<file path="src/sv/bmftl_pkg.sv">
// ----------------------------------------------------------------------------
// bmftl_pkg
// Shared types and default sizes of the block-mapping translation layer.
// ----------------------------------------------------------------------------
package bmftl_pkg;

    localparam int PAGES_IN_BLOCK_DEF = 8;
    localparam int DATA_BLOCKS_DEF    = 15;
    localparam int TOTAL_BLOCKS_DEF   = 16;

    typedef enum logic [2:0] {
        CMD_NONE    = 3'd0,
        CMD_READ    = 3'd1,
        CMD_PROGRAM = 3'd2,
        CMD_COPY    = 3'd3,
        CMD_ERASE   = 3'd4
    } t_cmd;

    typedef enum logic [1:0] {
        ST_OK       = 2'd0,
        ST_UNMAPPED = 2'd1,
        ST_RANGE    = 2'd2
    } t_status;

    typedef enum logic [0:0] {
        ACT_READ  = 1'b0,
        ACT_WRITE = 1'b1
    } t_action;

endpackage

</file>
<file path="src/sv/bmftl_ram.sv">
// ----------------------------------------------------------------------------
// bmftl_ram
// Generic single-write, single-read RAM with a registered, enabled read.
// ----------------------------------------------------------------------------
module bmftl_ram #(
    parameter int WIDTH = 8,
    parameter int DEPTH = 16,
    parameter int AW    = (DEPTH > 1) ? $clog2(DEPTH) : 1
) (
    input  logic             i_clk,
    input  logic             i_we,
    input  logic [AW-1:0]    i_waddr,
    input  logic [WIDTH-1:0] i_wdata,
    input  logic             i_re,
    input  logic [AW-1:0]    i_raddr,
    output logic [WIDTH-1:0] o_rdata
);

    logic [WIDTH-1:0] r_mem [DEPTH];
    logic [WIDTH-1:0] r_rdata;

    always_ff @(posedge i_clk) begin
        if (i_we) begin
            r_mem[i_waddr] <= i_wdata;
        end
        if (i_re) begin
            r_rdata <= r_mem[i_raddr];
        end
    end

    assign o_rdata = r_rdata;

endmodule

</file>
<file path="src/sv/block_mapping_ftl.sv">
// ----------------------------------------------------------------------------
// block_mapping_ftl
// Sequence: a range error is answered from S_DIV, a read from S_ROW after
//   the map read, an in-place program from S_DECIDE after the page-row read,
//   a merge as one copy or program per page from S_MERGE and then an erase.
// One request at a time, one command per cycle while the output is not
//   stalled. Reset: a clearing pass unmaps all blocks and clears all written
//   bits; no request is taken until it ends.
// ----------------------------------------------------------------------------
module block_mapping_ftl #(
    parameter int PAGES_IN_BLOCK = bmftl_pkg::PAGES_IN_BLOCK_DEF,
    parameter int DATA_BLOCKS    = bmftl_pkg::DATA_BLOCKS_DEF,
    parameter int TOTAL_BLOCKS   = bmftl_pkg::TOTAL_BLOCKS_DEF
) (
    input  logic                 i_clk,
    input  logic                 i_rst_n,
    input  logic                 i_in_valid,
    output logic                 o_in_stall,
    input  logic [0:0]           i_action,
    input  logic [6:0]           i_lsn,
    output logic                 o_out_valid,
    input  logic                 i_out_stall,
    output bmftl_pkg::t_cmd      o_command,
    output logic [6:0]           o_page,
    output logic [6:0]           o_source_page,
    output logic [3:0]           o_spare_tag,
    output bmftl_pkg::t_status   o_status,
    output logic                 o_last
);

    import bmftl_pkg::*;

    localparam int ALL_PAGES = PAGES_IN_BLOCK * TOTAL_BLOCKS;
    localparam int PW = $clog2(ALL_PAGES);
    localparam int BW = $clog2(TOTAL_BLOCKS);
    localparam int LW = (DATA_BLOCKS > 1) ? $clog2(DATA_BLOCKS) : 1;
    localparam int OW = (PAGES_IN_BLOCK > 1) ? $clog2(PAGES_IN_BLOCK) : 1;
    localparam int SH = 14;
    localparam int RW = 15;
    localparam int PRW = 7 + RW;
    localparam int RECIP = ((1 << SH) + PAGES_IN_BLOCK - 1) / PAGES_IN_BLOCK;
    localparam logic [RW-1:0] RECIP_W = RW'(RECIP);
    localparam logic [14:0] LIMIT_W = 15'(PAGES_IN_BLOCK * DATA_BLOCKS);
    localparam logic [6:0] PIB_7 = 7'(PAGES_IN_BLOCK);
    localparam logic [PW-1:0] PIB_P = PW'(PAGES_IN_BLOCK);
    localparam logic [OW-1:0] LAST_OFF = OW'(PAGES_IN_BLOCK - 1);
    localparam logic [BW-1:0] LAST_ROW = BW'(TOTAL_BLOCKS - 1);
    localparam logic [BW-1:0] FREE_RST = BW'(DATA_BLOCKS);

    typedef enum logic [7:0] {
        S_CLEAR  = 8'b0000_0001,
        S_IDLE   = 8'b0000_0010,
        S_DIV    = 8'b0000_0100,
        S_MAP    = 8'b0000_1000,
        S_ROW    = 8'b0001_0000,
        S_DECIDE = 8'b0010_0000,
        S_MERGE  = 8'b0100_0000,
        S_ERASE  = 8'b1000_0000
    } t_state;

    t_state r_state, n_state;

    logic [BW-1:0] r_clr, n_clr;
    logic [BW-1:0] r_free, n_free;
    logic [0:0]    r_action;
    logic [6:0]    r_lsn;
    logic [6:0]    r_q, n_q;
    logic [LW-1:0] r_lbn, n_lbn;
    logic [OW-1:0] r_off, n_off;
    logic [OW-1:0] r_i, n_i;
    logic [BW-1:0] r_pbn, n_pbn;
    logic [PW-1:0] r_pbn_base, n_pbn_base;
    logic [PW-1:0] r_fb_base, n_fb_base;

    logic          r_out_valid;
    t_cmd          r_cmd;
    logic [6:0]    r_page, r_src;
    logic [3:0]    r_tag;
    t_status       r_status;
    logic          r_last;

    logic          in_accept;
    logic          out_free;
    logic          emit;
    t_cmd          e_cmd;
    logic [6:0]    e_page, e_src;
    logic [3:0]    e_tag;
    t_status       e_status;
    logic          e_last;

    logic [PRW-1:0] prod;
    logic [6:0]     off_full;

    logic                  bm_we, bm_re;
    logic [LW-1:0]         bm_waddr, bm_raddr;
    logic [BW:0]           bm_wdata, bm_rdata;
    logic                  row_we, row_re;
    logic [BW-1:0]         row_waddr, row_raddr;
    logic [PAGES_IN_BLOCK-1:0] row_wdata, row_rdata;

    bmftl_ram #(.WIDTH(BW + 1), .DEPTH(DATA_BLOCKS), .AW(LW)) u_map (
        .i_clk   (i_clk),
        .i_we    (bm_we),
        .i_waddr (bm_waddr),
        .i_wdata (bm_wdata),
        .i_re    (bm_re),
        .i_raddr (bm_raddr),
        .o_rdata (bm_rdata)
    );

    bmftl_ram #(.WIDTH(PAGES_IN_BLOCK), .DEPTH(TOTAL_BLOCKS), .AW(BW)) u_rows (
        .i_clk   (i_clk),
        .i_we    (row_we),
        .i_waddr (row_waddr),
        .i_wdata (row_wdata),
        .i_re    (row_re),
        .i_raddr (row_raddr),
        .o_rdata (row_rdata)
    );

    assign o_in_stall = (r_state != S_IDLE);
    assign in_accept  = i_in_valid && !o_in_stall;
    assign out_free   = !r_out_valid || !i_out_stall;
    assign prod       = PRW'(r_lsn) * PRW'(RECIP_W);
    assign off_full   = r_lsn - 7'(r_q * PIB_7);

    always_comb begin
        n_state    = r_state;
        n_clr      = r_clr;
        n_free     = r_free;
        n_q        = r_q;
        n_lbn      = r_lbn;
        n_off      = r_off;
        n_i        = r_i;
        n_pbn      = r_pbn;
        n_pbn_base = r_pbn_base;
        n_fb_base  = r_fb_base;
        emit       = 1'b0;
        e_cmd      = CMD_NONE;
        e_page     = '0;
        e_src      = '0;
        e_tag      = '0;
        e_status   = ST_OK;
        e_last     = 1'b0;
        bm_we      = 1'b0;
        bm_waddr   = r_lbn;
        bm_wdata   = '0;
        bm_re      = 1'b0;
        bm_raddr   = r_q[LW-1:0];
        row_we     = 1'b0;
        row_waddr  = r_pbn;
        row_wdata  = '0;
        row_re     = 1'b0;
        row_raddr  = r_pbn;
        if (LW > 7) begin
            bm_raddr = LW'(r_q);
        end
        unique case (r_state)
            S_CLEAR: begin
                row_we    = 1'b1;
                row_waddr = r_clr;
                if (32'(r_clr) < DATA_BLOCKS) begin
                    bm_we    = 1'b1;
                    bm_waddr = LW'(r_clr);
                end
                n_clr = r_clr + 1'b1;
                if (r_clr == LAST_ROW) begin
                    n_state = S_IDLE;
                end
            end
            S_IDLE: begin
                if (in_accept) begin
                    n_state = S_DIV;
                end
            end
            S_DIV: begin
                if (15'(r_lsn) >= LIMIT_W) begin
                    e_status = ST_RANGE;
                    e_last   = 1'b1;
                    if (out_free) begin
                        emit    = 1'b1;
                        n_state = S_IDLE;
                    end
                end else begin
                    n_q     = 7'(prod >> SH);
                    n_state = S_MAP;
                end
            end
            S_MAP: begin
                bm_re   = 1'b1;
                n_lbn   = LW'(r_q);
                n_off   = OW'(off_full);
                n_state = S_ROW;
            end
            S_ROW: begin
                n_pbn      = bm_rdata[BW] ? bm_rdata[BW-1:0] : BW'(r_lbn);
                n_pbn_base = PW'(PW'(n_pbn) * PIB_P);
                if (r_action == ACT_READ) begin
                    e_last = 1'b1;
                    if (bm_rdata[BW]) begin
                        e_cmd  = CMD_READ;
                        e_page = 7'(n_pbn_base + PW'(r_off));
                    end else begin
                        e_status = ST_UNMAPPED;
                    end
                    if (out_free) begin
                        emit    = 1'b1;
                        n_state = S_IDLE;
                    end
                end else begin
                    if (!bm_rdata[BW]) begin
                        bm_we    = 1'b1;
                        bm_wdata = {1'b1, BW'(r_lbn)};
                    end
                    row_re    = 1'b1;
                    row_raddr = n_pbn;
                    n_state   = S_DECIDE;
                end
            end
            S_DECIDE: begin
                if (!row_rdata[r_off]) begin
                    e_cmd  = CMD_PROGRAM;
                    e_page = 7'(r_pbn_base + PW'(r_off));
                    e_tag  = 4'(r_lbn);
                    e_last = 1'b1;
                    if (out_free) begin
                        emit      = 1'b1;
                        row_we    = 1'b1;
                        row_wdata = row_rdata | (PAGES_IN_BLOCK'(1) << r_off);
                        n_state   = S_IDLE;
                    end
                end else begin
                    row_we    = 1'b1;
                    row_waddr = r_free;
                    row_wdata = row_rdata | (PAGES_IN_BLOCK'(1) << r_off);
                    n_fb_base = PW'(PW'(r_free) * PIB_P);
                    n_i       = '0;
                    n_state   = S_MERGE;
                end
            end
            S_MERGE: begin
                e_page = 7'(r_fb_base + PW'(r_i));
                e_tag  = 4'(r_lbn);
                if (r_i == r_off) begin
                    e_cmd = CMD_PROGRAM;
                end else begin
                    e_cmd = CMD_COPY;
                    e_src = 7'(r_pbn_base + PW'(r_i));
                end
                if (out_free) begin
                    emit = 1'b1;
                    n_i  = r_i + 1'b1;
                    if (r_i == LAST_OFF) begin
                        n_state = S_ERASE;
                    end
                end
            end
            S_ERASE: begin
                e_cmd  = CMD_ERASE;
                e_page = 7'(r_pbn);
                e_last = 1'b1;
                if (out_free) begin
                    emit     = 1'b1;
                    row_we   = 1'b1;
                    bm_we    = 1'b1;
                    bm_wdata = {1'b1, r_free};
                    n_free   = r_pbn;
                    n_state  = S_IDLE;
                end
            end
            default: begin
                n_state = S_CLEAR;
            end
        endcase
    end

    always_ff @(posedge i_clk) begin
        if (!i_rst_n) begin
            r_state     <= S_CLEAR;
            r_clr       <= '0;
            r_free      <= FREE_RST;
            r_out_valid <= 1'b0;
        end else begin
            r_state <= n_state;
            r_clr   <= n_clr;
            r_free  <= n_free;
            if (emit) begin
                r_out_valid <= 1'b1;
            end else if (!i_out_stall) begin
                r_out_valid <= 1'b0;
            end
        end
    end

    always_ff @(posedge i_clk) begin
        if (in_accept) begin
            r_action <= i_action;
            r_lsn    <= i_lsn;
        end
        r_q        <= n_q;
        r_lbn      <= n_lbn;
        r_off      <= n_off;
        r_i        <= n_i;
        r_pbn      <= n_pbn;
        r_pbn_base <= n_pbn_base;
        r_fb_base  <= n_fb_base;
        if (emit) begin
            r_cmd    <= e_cmd;
            r_page   <= e_page;
            r_src    <= e_src;
            r_tag    <= e_tag;
            r_status <= e_status;
            r_last   <= e_last;
        end
    end

    assign o_out_valid   = r_out_valid;
    assign o_command     = r_cmd;
    assign o_page        = r_page;
    assign o_source_page = r_src;
    assign o_spare_tag   = r_tag;
    assign o_status      = r_status;
    assign o_last        = r_last;

    a_clear_blocks_input: assert property (@(posedge i_clk) disable iff (!i_rst_n)
        (r_state == S_CLEAR) |-> o_in_stall)
        else $error("request taken during clearing pass");

    a_accept_starts: assert property (@(posedge i_clk) disable iff (!i_rst_n)
        in_accept |=> (r_state == S_DIV))
        else $error("accepted request did not start decoding");

    a_merge_ends_in_erase: assert property (@(posedge i_clk) disable iff (!i_rst_n)
        (r_state == S_MERGE && emit && r_i == LAST_OFF) |=> (r_state == S_ERASE))
        else $error("merge did not end with an erase");

    a_free_swap: assert property (@(posedge i_clk) disable iff (!i_rst_n)
        (r_state == S_ERASE && out_free) |=> (r_free == $past(r_pbn)))
        else $error("erased block did not become the free block");

    a_merge_old_not_free: assert property (@(posedge i_clk) disable iff (!i_rst_n)
        (r_state == S_MERGE) |-> (r_pbn != r_free))
        else $error("merge source equals free block");

endmodule

</file>
<file path="config.mk">
export PLATFORM = sky130hd
export DESIGN_NAME = block_mapping_ftl
export DESIGN_NICKNAME = d
export VERILOG_FILES = /design/src/sv/bmftl_pkg.sv /design/src/sv/bmftl_ram.sv /design/src/sv/block_mapping_ftl.sv
export SDC_FILE = /design/constraint.sdc
export NUM_CORES = 1
export LEC_CHECK = 0
export ABC_AREA = 1
export BUFFER_PORTS_ARGS = -buffer_cell sky130_fd_sc_hd__buf_2
export CAP_MARGIN = 20
export CORE_MARGIN = 5
export CORE_UTILIZATION = 55
export DETAILED_ROUTE_END_ITERATION = 8
export GPL_TIMING_DRIVEN = 0
export PLACE_DENSITY = 0.7
export SYNTH_ARGS = -nofsm -noshare
export SYNTH_HDL_FRONTEND = slang
export SYNTH_SLANG_ARGS = --single-unit
export TNS_END_PERCENT = 20
</file>
<file path="constraint.sdc">
create_clock -name i_clk -period 3.6 [get_ports i_clk]
set_clock_uncertainty 0.1 [all_clocks]
set_input_delay 0 -clock i_clk [delete_from_list [all_inputs] [get_ports i_clk]]
set_output_delay 0 -clock i_clk [all_outputs]
set_load 0.02 [all_outputs]
</file>
==> results by group <==
Floorplan
  – Die Area: 25700 um2
  – DIE WIDTH: about 160 um
  – Core area: 22400 um2
  – Total I/O pin count: 38
  – Initial core utilization: between 50% and 60%
  – Die height: 160 um
  – Row cnt: between 50 and 60

Drt
  – Initial DRC Count: roughly 880
  – Residual DRC: 0
  – Routed vias: 8815
  – Post-DRT Antenna Nets: 0
  – DR vias/cell: 5.77
  – Wire length per cell: 20.3 um
  – Routed wire length: 31.1 mm
  – Pre-antenna DRT Iters: 5

Cells and area
  – Non-filler cells, final: 1529
  – N_diodes: 0
  – Fillers: around 1800
  – Synth-to-layout area growth: 15.1%
  – Fin nets: 1236
  – Core Util, Final: 63.9%
  – Share of cells above drive strength 1: 13.2%

GRT
  – Largest net degree at the start of global routing: 18
  – Vias in the first global route: 8631
  – Grt total ovfl: 0
  – Initial antenna violation count: 0
  – First-pass GRT wire length: 49.0 mm
  – Total global-route track usage: about a quarter

Timing
  – # setup viols final: 0
  – Period utilization: between 90% and 100%
  – Final Hold Viols: 0
  – Highest Clock Rate: 0.297 GHz
  – Tmin final: ~3400 ps
  – Least-Margin Pin Slew: around 1000 ps
  – Slew margin rel.: between 30 and 40%
  – Setup TNS: 0 ps
  – RSZ-0062 raised after global routing: false
  – Max-slew violation count: 0
  – Hold slack: 54.9 ps

CTS
  – CTS tree: done
  – Post_cts resized: 0
  – Post-CTS Hold Buffers: 12
  – Post-CTS Setup Bufs: 0
  – Clock-pin slew on the worst setup and hold paths: roughly 60 ps
  – Num CTS Buffers: 30
  – Depth of the CTS H-tree: 1
  – Clock Path Buffers: 3
  – Worst-skew pair later-pin latency: 560 ps
  – Clock root cell: clkbuf_16
  – Clock sinks: 287

Yosys
  – Cell taking the most area after synthesis: edfxtp_1
  – Gate Count Post-Synth: 1129
  – Mapped cell area: 12400 um2
  – Seq cells post-synth: 287
  – Syn nets: 1144
  – Post-synth EDFFs: 270
  – Async set-or-reset flop fraction in the synthesized netlist: 0%
  – Top post-synthesis cells by area: edfxtp_1 (65%), nand2_1 (7.4%), nand3_1 (6.6%)
  – Post-Syn Area per Cell: 11.0 um2
  – Share of the synthesized area in the top cell type: ~65%
  – Yosys Warn Count: 0
  – Top FF cell, synth: edfxtp_1
  – Yosys cell types: 41
  – Post-synthesis sequential area ratio: 67.9%

Critical path
  – Crit path DAT: 3430 ps
  – Worst Path Max Fanout: 10
  – Max stage delay on crit path: 720 ps
  – Most numerous cell on the critical path: nand2_1
  – Crit path launch type: register
  – WS Path Type: reg2reg
  – Worst path slowest cell: nor2_1
  – Crit path capture type: register
  – Critical path cell sequence: inv_1, nand2_1, nand2_1, nand2_1, nand3_1, nand2_1, nor2_4, a21oi_2, nand2_1, nand3_1, nor2_1
  – Critical Path RT: 3660 ps

Hold path
  – Hold Crit Class: in2reg

Power and ir drop
  – PwrDens: 523 nW/um2
  – Pleak: 5.65 nW
  – VDD IR max: roughly 0.00042 V

Placement
  – Placed cell count: 1462
  – GPL Wtd Cong: 0.963
  – Input/output buffers: 37
  – DPL Wire Length: 21.8 mm

Outcome
  – Status: completed

Job
  – Max_cap viols: 0
-- cell families (layout without fill, tap and decap cells) --
kind of cell / count (synthesis) / in the layout / synth area share (%)
and+or+nand+nor: 555 / 555 / 20.1
DFF: 287 / 287 / 67.9
buffers and inverters: 161 / 276 / 5.52
AOI/OAI and AO/OA: 120 / 120 / 5.96
adders and majority gates: 3 / 3 / 0.302
xor gates and xnor gates: 3 / 3 / 0.211
-- area by class of cell --
cell class,instances,area (um2),share of cell area [%]
Timing Repair Buffer,60,415,2.90
Tap cell,285,357,2.49
Clock buffer,32,779,5.44
Clock inverter,23,315,2.20
Buffer,46,253,1.76
Inverter,115,434,3.03
Sequential cell,287,8450,58.9
Multi-Input combinational cell,681,3330,23.2
-- cells in the final DEF (no fill, tap or decap), types with 12 or more instances in the layout --
cell and n:
edfxtp_1 270, nand2_1 247, nand3_1 163, inv_1 103, nor2_1 95, buf_2 60, o21ai_0 41, clkbuf_16 31
a21oi_1 27, dfxtp_1 17, nand3b_1 16, clkbuf_1 16, o221ai_1 16, dlygate4sd3_1 12
-- report_power, final --
part,switching [mW],internal (mW),total [mW]
Combinational,0.227,0.0813,0.308
Sequential,0.0352,3.75,3.79
Clock,1.27,2.13,3.40
Total,1.54,5.96,7.50
-- cell usage after synthesis, types with 5 or more instances --
library cell	n
buf_2	22
dfxtp_1	17
nand3b_1	16
nor2_4	7
inv_1	103
nor2_1	95
a21oi_1	30
nand2_1	247
o21ai_0	43
clkbuf_1	15
o211ai_1	10
nand3_1	163
buf_6	5
nor3_1	9
o22ai_1	5
inv_2	8
nand4_1	5
edfxtp_1	270
o221ai_1	16
-- per-layer routing --
metal	global-route usage (%)	routed length, um
met1	34.5	13200
met2	37.9	14300
met3	3.64	2330
met4	10.4	1300
met5	0	0
-- final timing paths --
kind,end,from,slack (ps),depth (start not counted)
worst max register to register,u_rows.r_mem[7][4],r_off[0],230,11
worst min register to register,r_off[0],r_lsn[0],320,0
worst min-delay path,r_lsn[5],i_lsn[5],50,2
worst max-delay path,u_rows.r_mem[7][4],r_off[0],230,11
-- flip-flops by register name, summed over array words and instances (netlist names), 5 cells and up --
name and flops:
r_state 8, u_map.r_mem 75, u_map.o_rdata 5, o_page 7, u_rows.r_mem 128, o_source_page 7, r_lsn 7, u_rows.o_rdata 8
-- worst max-delay path, delay by kind of cell (launching register included) --
kind / cells / cell delay [ps]
AO/OA/AOI/OAI: 1 / 180
AND/OR/NAND/NOR: 9 / 1950
flip-flops: 1 / 510
buffers and inverters: 1 / 240
-- stage by stage --
stage / power [mW] / setup WS, ps / area [um2]
final: 7.50 / 228 / 14300
after global routing: 7.72 / 32.7 / 14300
after CTS: 7.53 / 263 / 14300
after detailed placement: 4.15 / 305 / 13100
after global placement: 4.14 / -341 / 13000
after floorplan: 4.05 / 474 / 12400
(Power assumes the default switching activity.)
